`src/sv/rv32ie_pkg.sv`:
```
`default_nettype none
// ----------------------------------------------------------------------------
// rv32ie_pkg
// Shared types, encodings and helpers for the RV32I integer execute block.
// ----------------------------------------------------------------------------
package rv32ie_pkg;

  localparam int NumRegs = 32;
  localparam int RegAw = $clog2(NumRegs - 1);

  typedef enum logic [1:0] {
    StOk      = 2'd0,
    StUnknown = 2'd1,
    StIllegal = 2'd2,
    StOob     = 2'd3
  } status_e;

  localparam logic [4:0] OpcOpImm  = 5'h04;
  localparam logic [4:0] OpcAuipc  = 5'h05;
  localparam logic [4:0] OpcOp     = 5'h0C;
  localparam logic [4:0] OpcLui    = 5'h0D;
  localparam logic [4:0] OpcBranch = 5'h18;
  localparam logic [4:0] OpcJal    = 5'h1B;

  localparam logic [1:0] InsLowBits = 2'b11;

  localparam logic [2:0] F3Add  = 3'd0;
  localparam logic [2:0] F3Sll  = 3'd1;
  localparam logic [2:0] F3Slt  = 3'd2;
  localparam logic [2:0] F3Sltu = 3'd3;
  localparam logic [2:0] F3Xor  = 3'd4;
  localparam logic [2:0] F3Srl  = 3'd5;
  localparam logic [2:0] F3Or   = 3'd6;
  localparam logic [2:0] F3And  = 3'd7;

  localparam logic [2:0] F3Beq  = 3'd0;
  localparam logic [2:0] F3Bne  = 3'd1;
  localparam logic [2:0] F3Blt  = 3'd4;
  localparam logic [2:0] F3Bge  = 3'd5;
  localparam logic [2:0] F3Bltu = 3'd6;
  localparam logic [2:0] F3Bgeu = 3'd7;

  localparam logic [6:0] F7Base = 7'h00;
  localparam logic [6:0] F7Alt  = 7'h20;

  localparam logic [31:0] LimitReset = 32'h0002_0000;

  typedef struct packed {
    logic [31:0] next_pc;
    logic        wr;
    logic [4:0]  rd;
    logic [31:0] value;
    status_e     status;
    logic        halt;
  } ex_res_t;

  function automatic logic reg_ok(input logic [4:0] idx);
    return (idx != 5'd0) && (int'(idx) < NumRegs);
  endfunction

  function automatic logic [RegAw-1:0] rf_idx(input logic [4:0] idx);
    logic [4:0] tmp;
    tmp = idx - 5'd1;
    return tmp[RegAw-1:0];
  endfunction

endpackage
`default_nettype wire

```
`src/sv/rv32ie_alu.sv`:
```
`default_nettype none
// ----------------------------------------------------------------------------
// rv32ie_alu
// Decode and execute of one instruction: result, next pc, write-back, status.
// ----------------------------------------------------------------------------
module rv32ie_alu (
  input  wire logic [31:0]         instr_i,
  input  wire logic [31:0]         rs1_i,
  input  wire logic [31:0]         rs2_i,
  input  wire logic [31:0]         pc_i,
  input  wire logic                halted_i,
  input  wire logic [31:0]         limit_i,
  output rv32ie_pkg::ex_res_t      res_o
);

  logic [4:0]  opc;
  logic [4:0]  rd;
  logic [2:0]  f3;
  logic [6:0]  f7;
  logic [4:0]  sh;
  logic [31:0] imm_i;
  logic [31:0] imm_u;
  logic [31:0] off_b;
  logic [31:0] off_j;
  logic [31:0] pc_inc;
  logic        oob;
  logic        wr;
  logic        take;
  logic [31:0] res;
  logic [31:0] npc;
  rv32ie_pkg::status_e status;

  assign opc    = instr_i[6:2];
  assign rd     = instr_i[11:7];
  assign f3     = instr_i[14:12];
  assign f7     = instr_i[31:25];
  assign sh     = instr_i[24:20];
  assign imm_i  = {{20{instr_i[31]}}, instr_i[31:20]};
  assign imm_u  = {instr_i[31:12], 12'h000};
  assign off_b  = {{19{instr_i[31]}}, instr_i[31], instr_i[7], instr_i[30:25],
                   instr_i[11:8], 1'b0};
  assign off_j  = {{11{instr_i[31]}}, instr_i[31], instr_i[19:12], instr_i[20],
                   instr_i[30:21], 1'b0};
  assign pc_inc = pc_i + 32'd4;
  assign oob    = (pc_i >= limit_i);

  always_comb begin
    npc    = pc_inc;
    status = rv32ie_pkg::StOk;
    wr     = 1'b0;
    res    = '0;
    take   = 1'b0;
    res_o.halt = 1'b0;
    if (halted_i) begin
      status = oob ? rv32ie_pkg::StOob : rv32ie_pkg::StIllegal;
      npc    = pc_i;
    end else if (oob) begin
      res_o.halt = 1'b1;
      status     = rv32ie_pkg::StOob;
      npc        = pc_i;
    end else if (instr_i[1:0] != rv32ie_pkg::InsLowBits) begin
      status = rv32ie_pkg::StUnknown;
    end else begin
      case (opc)
        rv32ie_pkg::OpcOpImm: begin
          wr = 1'b1;
          case (f3)
            rv32ie_pkg::F3Add:  res = rs1_i + imm_i;
            rv32ie_pkg::F3Sll: begin
              if (f7 == rv32ie_pkg::F7Base) res = rs1_i << sh;
              else wr = 1'b0;
            end
            rv32ie_pkg::F3Slt:  res = {31'd0, $signed(rs1_i) < $signed(imm_i)};
            rv32ie_pkg::F3Sltu: res = {31'd0, rs1_i < imm_i};
            rv32ie_pkg::F3Xor:  res = rs1_i ^ imm_i;
            rv32ie_pkg::F3Srl: begin
              if (f7 == rv32ie_pkg::F7Base) res = rs1_i >> sh;
              else if (f7 == rv32ie_pkg::F7Alt) res = $unsigned($signed(rs1_i) >>> sh);
              else wr = 1'b0;
            end
            rv32ie_pkg::F3Or:   res = rs1_i | imm_i;
            default:            res = rs1_i & imm_i;
          endcase
          if (!wr) status = rv32ie_pkg::StIllegal;
        end
        rv32ie_pkg::OpcOp: begin
          wr = 1'b1;
          if (f7 == rv32ie_pkg::F7Base) begin
            case (f3)
              rv32ie_pkg::F3Add:  res = rs1_i + rs2_i;
              rv32ie_pkg::F3Sll:  res = rs1_i << rs2_i[4:0];
              rv32ie_pkg::F3Slt:  res = {31'd0, $signed(rs1_i) < $signed(rs2_i)};
              rv32ie_pkg::F3Sltu: res = {31'd0, rs1_i < rs2_i};
              rv32ie_pkg::F3Xor:  res = rs1_i ^ rs2_i;
              rv32ie_pkg::F3Srl:  res = rs1_i >> rs2_i[4:0];
              rv32ie_pkg::F3Or:   res = rs1_i | rs2_i;
              default:            res = rs1_i & rs2_i;
            endcase
          end else if (f7 == rv32ie_pkg::F7Alt && f3 == rv32ie_pkg::F3Add) begin
            res = rs1_i - rs2_i;
          end else if (f7 == rv32ie_pkg::F7Alt && f3 == rv32ie_pkg::F3Srl) begin
            res = $unsigned($signed(rs1_i) >>> rs2_i[4:0]);
          end else begin
            wr     = 1'b0;
            status = rv32ie_pkg::StIllegal;
          end
        end
        rv32ie_pkg::OpcAuipc: begin
          wr  = 1'b1;
          res = pc_i + imm_u;
        end
        rv32ie_pkg::OpcLui: begin
          wr  = 1'b1;
          res = imm_u;
        end
        rv32ie_pkg::OpcJal: begin
          wr  = 1'b1;
          res = pc_inc;
          npc = pc_i + off_j;
        end
        rv32ie_pkg::OpcBranch: begin
          case (f3)
            rv32ie_pkg::F3Beq:  take = (rs1_i == rs2_i);
            rv32ie_pkg::F3Bne:  take = (rs1_i != rs2_i);
            rv32ie_pkg::F3Blt:  take = ($signed(rs1_i) < $signed(rs2_i));
            rv32ie_pkg::F3Bge:  take = !($signed(rs1_i) < $signed(rs2_i));
            rv32ie_pkg::F3Bltu: take = (rs1_i < rs2_i);
            rv32ie_pkg::F3Bgeu: take = (rs1_i >= rs2_i);
            default:            status = rv32ie_pkg::StIllegal;
          endcase
          if (take) npc = pc_i + off_b;
        end
        default: status = rv32ie_pkg::StUnknown;
      endcase
      if (status == rv32ie_pkg::StIllegal) begin
        res_o.halt = 1'b1;
        wr         = 1'b0;
        npc        = pc_i;
      end
    end
    res_o.next_pc = npc;
    res_o.status  = status;
    res_o.wr      = wr && rv32ie_pkg::reg_ok(rd);
    res_o.rd      = res_o.wr ? rd : 5'd0;
    res_o.value   = res_o.wr ? res : 32'd0;
  end

endmodule
`default_nettype wire

```
`src/sv/rv32i_integer_execute.sv`:
```
`default_nettype none
// ----------------------------------------------------------------------------
// rv32i_integer_execute
// RV32I base integer execute with register file, pc and halt flag.
// ----------------------------------------------------------------------------
// usage
//   input channel: instr_i with in_valid_i / in_stall_o; a request is taken
//   at a clock edge with valid high and stall low. the word must be the one
//   fetched at the pc reported by the previous result (zero after reset).
//   output channel: next_pc_o, wb_valid_o, wb_reg_o, wb_value_o, status_o
//   with out_valid_o / out_stall_i, one result per request, in order.
//   config channel: cfg_valid_i / cfg_ready_o / cfg_wdata_i writes the
//   program limit; ready is always high. write only while idle.
//   a request goes from the operand read register, through execute, into
//   the result register. throughput: one request per cycle while the
//   receiver does not stall, set by the execute against the pc and register file.
//   register file reads are registered at acceptance with forwarding from
//   the instruction executing in that cycle.
//   reset: registers read as zero, pc is zero, not halted, limit 0x20000.
//   receiver stall: the result register holds and one more request can wait
//   in the operand stage; beyond that in_stall_o rises.
// ----------------------------------------------------------------------------
module rv32i_integer_execute (
  input  wire logic        clk_i,
  input  wire logic        rst_ni,
  input  wire logic        in_valid_i,
  output wire logic        in_stall_o,
  input  wire logic [31:0] instr_i,
  output wire logic        out_valid_o,
  input  wire logic        out_stall_i,
  output wire logic [31:0] next_pc_o,
  output wire logic        wb_valid_o,
  output wire logic [4:0]  wb_reg_o,
  output wire logic [31:0] wb_value_o,
  output wire logic [1:0]  status_o,
  input  wire logic        cfg_valid_i,
  output wire logic        cfg_ready_o,
  input  wire logic [31:0] cfg_wdata_i
);

  localparam int Entries = rv32ie_pkg::NumRegs - 1;

  logic [31:0] rf_mem [Entries];
  logic [Entries-1:0] rf_valid_q;

  logic        ex_valid_q;
  logic [31:0] ex_instr_q;
  logic [31:0] ex_a_q;
  logic [31:0] ex_b_q;
  logic [31:0] pc_q;
  logic        halted_q;
  logic [31:0] limit_q;

  logic        out_valid_q;
  logic [31:0] out_pc_q;
  logic        out_wr_q;
  logic [4:0]  out_rd_q;
  logic [31:0] out_value_q;
  logic [1:0]  out_status_q;

  rv32ie_pkg::ex_res_t ex_res;
  logic accept;
  logic ex_fire;
  logic [4:0] rs1;
  logic [4:0] rs2;
  logic [rv32ie_pkg::RegAw-1:0] idx1;
  logic [rv32ie_pkg::RegAw-1:0] idx2;
  logic [rv32ie_pkg::RegAw-1:0] widx;
  logic fwd1;
  logic fwd2;
  logic live1;
  logic live2;

  assign ex_fire    = ex_valid_q && !(out_valid_q && out_stall_i);
  assign in_stall_o = ex_valid_q && !ex_fire;
  assign accept     = in_valid_i && !in_stall_o;

  assign rs1   = instr_i[19:15];
  assign rs2   = instr_i[24:20];
  assign idx1  = rv32ie_pkg::rf_idx(rs1);
  assign idx2  = rv32ie_pkg::rf_idx(rs2);
  assign widx  = rv32ie_pkg::rf_idx(ex_res.rd);
  assign fwd1  = ex_fire && ex_res.wr && (ex_res.rd == rs1);
  assign fwd2  = ex_fire && ex_res.wr && (ex_res.rd == rs2);
  assign live1 = rv32ie_pkg::reg_ok(rs1) && rf_valid_q[idx1];
  assign live2 = rv32ie_pkg::reg_ok(rs2) && rf_valid_q[idx2];

  rv32ie_alu u_alu (
    .instr_i  (ex_instr_q),
    .rs1_i    (ex_a_q),
    .rs2_i    (ex_b_q),
    .pc_i     (pc_q),
    .halted_i (halted_q),
    .limit_i  (limit_q),
    .res_o    (ex_res)
  );

  always_ff @(posedge clk_i or negedge rst_ni) begin
    if (!rst_ni) begin
      ex_valid_q  <= 1'b0;
      out_valid_q <= 1'b0;
      pc_q        <= '0;
      halted_q    <= 1'b0;
      limit_q     <= rv32ie_pkg::LimitReset;
      rf_valid_q  <= '0;
    end else begin
      if (accept) ex_valid_q <= 1'b1;
      else if (ex_fire) ex_valid_q <= 1'b0;
      out_valid_q <= ex_fire || (out_valid_q && out_stall_i);
      if (cfg_valid_i) limit_q <= cfg_wdata_i;
      if (ex_fire) begin
        pc_q <= ex_res.next_pc;
        if (ex_res.halt) halted_q <= 1'b1;
        if (ex_res.wr) rf_valid_q[widx] <= 1'b1;
      end
    end
  end

  // register file and operand capture
  always_ff @(posedge clk_i) begin
    if (ex_fire && ex_res.wr) rf_mem[widx] <= ex_res.value;
    if (accept) begin
      ex_instr_q <= instr_i;
      ex_a_q     <= fwd1 ? ex_res.value : (live1 ? rf_mem[idx1] : 32'd0);
      ex_b_q     <= fwd2 ? ex_res.value : (live2 ? rf_mem[idx2] : 32'd0);
    end
  end

  always_ff @(posedge clk_i) begin
    if (ex_fire) begin
      out_pc_q     <= ex_res.next_pc;
      out_wr_q     <= ex_res.wr;
      out_rd_q     <= ex_res.rd;
      out_value_q  <= ex_res.value;
      out_status_q <= ex_res.status;
    end
  end

  assign out_valid_o = out_valid_q;
  assign next_pc_o   = out_pc_q;
  assign wb_valid_o  = out_wr_q;
  assign wb_reg_o    = out_rd_q;
  assign wb_value_o  = out_value_q;
  assign status_o    = out_status_q;
  assign cfg_ready_o = 1'b1;

  // halt is sticky
  assert property (@(posedge clk_i) disable iff (!rst_ni) halted_q |=> halted_q)
    else $error("halt flag cleared");

  // a halted block keeps its pc
  assert property (@(posedge clk_i) disable iff (!rst_ni)
    (ex_fire && halted_q) |=> $stable(pc_q))
    else $error("pc moved while halted");

  // a reported halting status means the flag is set
  assert property (@(posedge clk_i) disable iff (!rst_ni)
    (out_valid_q && (out_status_q == rv32ie_pkg::StIllegal ||
                     out_status_q == rv32ie_pkg::StOob)) |-> halted_q)
    else $error("halt status without halt flag");

  // write-back never targets x0
  assert property (@(posedge clk_i) disable iff (!rst_ni)
    (out_valid_q && out_wr_q) |-> (out_rd_q != 5'd0))
    else $error("write-back to x0");

endmodule
`default_nettype wire

```
`config.mk`:
```
export PLATFORM = sky130hd
export DESIGN_NAME = rv32i_integer_execute
export DESIGN_NICKNAME = d
export VERILOG_FILES = /design/src/sv/rv32ie_pkg.sv /design/src/sv/rv32ie_alu.sv /design/src/sv/rv32i_integer_execute.sv
export SDC_FILE = /design/constraint.sdc
export NUM_CORES = 2
export LEC_CHECK = 0
export ABC_AREA = 1
export BUFFER_PORTS_ARGS = -buffer_cell sky130_fd_sc_hd__buf_2
export CORE_MARGIN = 2
export CORE_UTILIZATION = 33
export DETAILED_ROUTE_END_ITERATION = 7
export PLACE_DENSITY = 0.49
export SYNTH_ARGS = -nofsm -noshare
export SYNTH_HDL_FRONTEND = slang
export SYNTH_SLANG_ARGS = --single-unit
```
`constraint.sdc`:
```
create_clock -name clk_i -period 14 [get_ports clk_i]
set_clock_uncertainty 0.15 [all_clocks]
set_input_delay 2.8 -clock clk_i [delete_from_list [all_inputs] [get_ports clk_i]]
set_output_delay 2.8 -clock clk_i [all_outputs]
set_load 0.02 [all_outputs]
```
==> qor.json <==
{
  "result_of_the_run": {"value": "finished, final reports clean"},
  "globalRoute.totalOverflow": {"value": 0},
  "number_of_global_route_vias_before_repair": {"value": 76600},
  "gp_congestion": {"value": 0.999},
  "num-fill-cells": {"value": 26000},
  "power.clock.fraction": {"value": 35.9, "unit": "%"},
  "p_int": {"value": 7.06, "unit": "mW"},
  "netSwitchingFraction": {"value": 35.1, "unit": "%"},
  "post_drt_via_cell_ratio": {"value": 5.99},
  "launch_instance_of_the_worst_register_to_register_path": {"value": "ex_instr_q[26]"},
  "min-delay-start": {"value": "ex_valid_q"},
  "worst_hold_path_class": {"value": "register to register"},
  "wire_length_of_the_first_global_routing_pass": {"value": 583, "unit": "mm"},
  "critPathBufInv": {"value": 6},
  "irDropWorstVdd": {"value": 0.000116, "unit": "V"},
  "synth.yosys.warnings": {"value": 0},
  "final_min_period_over_clock_period": {"value": 53.1, "unit": "%"},
  "syn2layout_area_growth": {"value": 11.3, "unit": "%"},
  "timing.slew.headroom": {"value": 14.3, "unit": "%"},
  "setup_repair_after_global_routing_missed_its_margin": {"value": "false"},
  "p_leak": {"value": 36.6, "unit": "nW"},
  "required": {"value": 14.52, "unit": "ns"},
  "ff2ff_path_depth": {"value": 19},
  "critical-path-top-cell-by-count": {"value": "sky130_fd_sc_hd__buf_4"},
  "crit_slowest_cell": {"value": "sky130_fd_sc_hd__inv_4"},
  "max_stage_delay": {"value": 0.95, "unit": "ns"},
  "p_per_area": {"value": 117, "unit": "nW/µm²"},
  "worst_pin_slew": {"value": 1.27, "unit": "ns"},
  "final_cell_mix": {"value": "2,174 x sky130_fd_sc_hd__nand2_1, 1,588 x sky130_fd_sc_hd__a21oi_1, 1,187 x sky130_fd_sc_hd__o21ai_0"},
  "grt_antenna_before_repair": {"value": 29},
  "grt_use_total": {"value": 31.4, "unit": "%"},
  "synth.yosys.seq_area_share": {"value": 44.6, "unit": "%"},
  "crit_path_end": {"value": "ex_a_q[29]"},
  "worst_hold_slack": {"value": 0.314, "unit": "ns"},
  "setup_total_negative_slack": {"value": 0, "unit": "ns"},
  "cell_type_group_with_the_largest_total_delay_on_the_critical_path": {"value": "buffers and inverters"},
  "post_cts_resize_count": {"value": 0},
  "htree_num_levels": {"value": 4},
  "cts_root_buf": {"value": "sky130_fd_sc_hd__clkbuf_16"},
  "postRouteAntennaNets": {"value": 0},
  "fin_nets": {"value": 10700},
  "grt_util_met3": {"value": 5.36, "unit": "%"},
  "worst_setup_path_start_kind": {"value": "input port"},
  "path_class": {"value": "input port to register"},
  "synthDistinctLibCells": {"value": 65},
  "synthesized_instance_count": {"value": 10600},
  "num_io_pins": {"value": 144},
  "drive_gt1_share": {"value": 7.33, "unit": "%"},
  "clock_latency": {"value": 0.83, "unit": "ns"},
  "synth_enable_flop_cells": {"value": 1159},
  "timing.critical_path.depth": {"value": 15},
  "die_w": {"value": 507, "unit": "µm"},
  "synthesis.area_per_instance": {"value": 7.90, "unit": "µm²"},
  "design.die.area": {"value": 257000, "unit": "µm²"},
  "router_iterations_before_antenna_repair": {"value": 7},
  "max_clock_freq": {"value": 134, "unit": "MHz"},
  "cp-startpoint": {"value": "instr_i[15]"},
  "crit_chain": {"value": "buf_8 -> inv_8 -> ha_1 -> xnor2_2 -> buf_4 -> inv_4 -> buf_4 -> o221ai_1 -> o211ai_1 -> nand3_1 -> a32o_2 -> buf_4 -> a21oi_1 -> nand2_1 -> nand2_1"},
  "height_of_the_chip": {"value": 507, "unit": "µm"},
  "syn-num-nets": {"value": 10900},
  "ys_seq_elements": {"value": 1256},
  "drt_wl_total": {"value": 419, "unit": "mm"},
  "worstPathMaxFanout": {"value": 99},
  "wl_per_cell": {"value": 30.2, "unit": "µm"},
  "sequentialPowerShare": {"value": 38.6, "unit": "%"},
  "grt_util_met2": {"value": 47.9, "unit": "%"},
  "floorplan.initialDensity": {"value": 33.2, "unit": "%"},
  "worstPathArrival": {"value": 7.96, "unit": "ns"},
  "cts.hold.buffers_added": {"value": 0},
  "max_cap_viol_count": {"value": 0},
  "cts_inserted_buffers": {"value": 147},
  "net_sw_power": {"value": 3.82, "unit": "mW"},
  "clk_transition_reported_paths": {"value": 0.06, "unit": "ns"},
  "cts.repair_timing.setup_buffer_count": {"value": 0},
  "timing_max_transition_violations_final": {"value": 0},
  "core": {"value": 251000, "unit": "µm²"},
  "synthesis.area": {"value": 83400, "unit": "µm²"},
  "cp-end-kind": {"value": "register"},
  "finalHoldViolCount": {"value": 0},
  "period_needed": {"value": 7.44, "unit": "ns"},
  "grt_use_met1": {"value": 42.6, "unit": "%"},
  "setup_viol": {"value": 0},
  "fp-row-count": {"value": 184},
  "r2r_setup_slack": {"value": 6.63, "unit": "ns"},
  "dominant_register_cell_in_the_synthesized_netlist": {"value": "sky130_fd_sc_hd__edfxtp_1"},
  "cts_buffer_depth": {"value": 3},
  "r2r_end": {"value": "rf_mem[10][13]"},
  "clock-sinks": {"value": 1256},
  "port-buffer-count": {"value": 141},
  "detail_route.iter0.violations": {"value": 11300},
  "dp.final_hpwl": {"value": 273, "unit": "mm"},
  "grt_max_degree": {"value": 168},
  "via_count": {"value": 82800},
  "drt_drc_violations_left": {"value": 0},
  "busiest_layer": {"value": "met2"},
  "synth_async_sr_flop_share": {"value": 7.72, "unit": "%"},
  "combPwrFrac": {"value": 25.5, "unit": "%"},
  "tritoncts": {"value": "built"},
  "leading_cell_type_in_the_layout_fill_and_taps_excluded": {"value": "sky130_fd_sc_hd__nand2_1"}
}
==> synth_stat cells (60+ instances only) <==
library cell | instances | area, µm²
sky130_fd_sc_hd__nor2_1 | 722 | 2710
sky130_fd_sc_hd__nand3_1 | 493 | 2470
sky130_fd_sc_hd__nand2_1 | 2175 | 8160
sky130_fd_sc_hd__a21oi_1 | 1609 | 8050
sky130_fd_sc_hd__buf_1 | 69 | 259
sky130_fd_sc_hd__edfxtp_1 | 1159 | 34800
sky130_fd_sc_hd__clkbuf_1 | 592 | 2220
sky130_fd_sc_hd__o311ai_0 | 188 | 1650
sky130_fd_sc_hd__inv_1 | 900 | 3380
sky130_fd_sc_hd__or2_2 | 60 | 375
sky130_fd_sc_hd__a221oi_1 | 81 | 709
sky130_fd_sc_hd__nand4_1 | 79 | 494
sky130_fd_sc_hd__dfrtp_1 | 96 | 2400
sky130_fd_sc_hd__o211ai_1 | 275 | 2060
sky130_fd_sc_hd__nor3_1 | 137 | 686
sky130_fd_sc_hd__ha_1 | 284 | 3550
sky130_fd_sc_hd__o21ai_0 | 1187 | 5940
==> how the worst min path moves through the flow <==
stage / endpoint / slack [ns] / cells past startpoint
after detailed placement: rf_valid_q[1] / 0.30 / 2
after floorplan: rf_valid_q[25] / 0.28 / 2
after global placement: rf_valid_q[1] / 0.30 / 2
after CTS: out_valid_o / 0.30 / 2
after global routing: rf_valid_q[1] / 0.33 / 2
final: out_valid_o / 0.31 / 2
==> flip-flops by register name, summed over array words and instances (netlist names), 2 cells and up <==
register	count
ex_a_q	32
ex_b_q	32
ex_instr_q	32
limit_q	32
next_pc_o	31
pc_q	31
rf_mem	992
rf_valid_q	31
status_o	2
wb_reg_o	5
wb_value_o	32
==> worst register-to-register path: stages, from the launching register on <==
cell                       delay, ns
sky130_fd_sc_hd__edfxtp_1       0.63
sky130_fd_sc_hd__inv_1          0.31
sky130_fd_sc_hd__nand4_1        0.23
sky130_fd_sc_hd__nand3b_1       0.38
sky130_fd_sc_hd__nor2_1         0.37
sky130_fd_sc_hd__nand2_1        0.09
sky130_fd_sc_hd__buf_4          0.23
sky130_fd_sc_hd__nand2_1        0.09
sky130_fd_sc_hd__nand2_1        0.14
sky130_fd_sc_hd__nand3_1        0.26
sky130_fd_sc_hd__nand2_1        0.18
sky130_fd_sc_hd__nor2_4         0.37
sky130_fd_sc_hd__nand2_2        0.07
sky130_fd_sc_hd__buf_4          0.35
sky130_fd_sc_hd__inv_2          0.61
sky130_fd_sc_hd__nand2_1        0.28
sky130_fd_sc_hd__inv_1          0.13
sky130_fd_sc_hd__nand3_1        0.49
sky130_fd_sc_hd__nor2_4         1.04
sky130_fd_sc_hd__buf_4          0.60
==> cell families (layout without fill, tap and decap cells) <==
group / count (synthesis) / in the layout / synth area share [%]
adders and majority gates: 290 / 290 / 4.40
xor gates and xnor gates: 68 / 68 / 0.714
and+or+nand+nor: 3745 / 3745 / 18.6
buffers and inverters: 1639 / 1551 / 7.49
AOI/OAI and AO/OA: 3546 / 3546 / 24.0
DFF: 1256 / 1256 / 44.6
other: 2 / 15 / 0.00900
muxes: 20 / 20 / 0.240
==> area by class of cell <==
type	instances	area [µm²]	share of cell area, %
clock inverters	92	1040	1.12
clock buffers	175	3830	4.13
repair buffers	362	2450	2.64
diodes	13	32.5	0.0350
multi-input cells	7671	40500	43.7
inverters	922	3500	3.77
well taps	3348	4190	4.51
flip-flops and latches	1256	37200	40.1
==> power by group through the flow <==
stage | logic [mW] | registers [mW] | clock network (mW)
after global placement | 2.68 | 4.28 | 0
after detailed placement | 2.68 | 4.28 | 0
final | 2.77 | 4.20 | 3.91
after global routing | 2.95 | 4.20 | 4.12
after floorplan | 1.58 | 4.27 | 0
after CTS | 2.69 | 4.20 | 3.97
==> stage by stage <==
stage	setup slack (ns)	instances	power (mW)	utilization (%)	area (µm²)
3_5_place_dp	5.96	13600	6.96	35.0	87900
3_3_place_gp	5.98	13600	6.96	35.0	87900
4_1_cts	6.75	13800	10.9	36.9	92800
2_1_floorplan	7.75	10600	5.86	-	83400
5_1_grt	6.41	13800	11.3	36.9	92800
6_report	6.56	13800	10.9	36.9	92800
==> routing by layer <==
layer | up-vias | share of wire, %
li1 | 36800 | -
met1 | 40100 | 41
met2 | 4918 | 44
met3 | 1019 | 9.1
met4 | 8 | 6.1
met5 | - | 0.011
No activity file was read; power rests on OpenSTA's default activity.
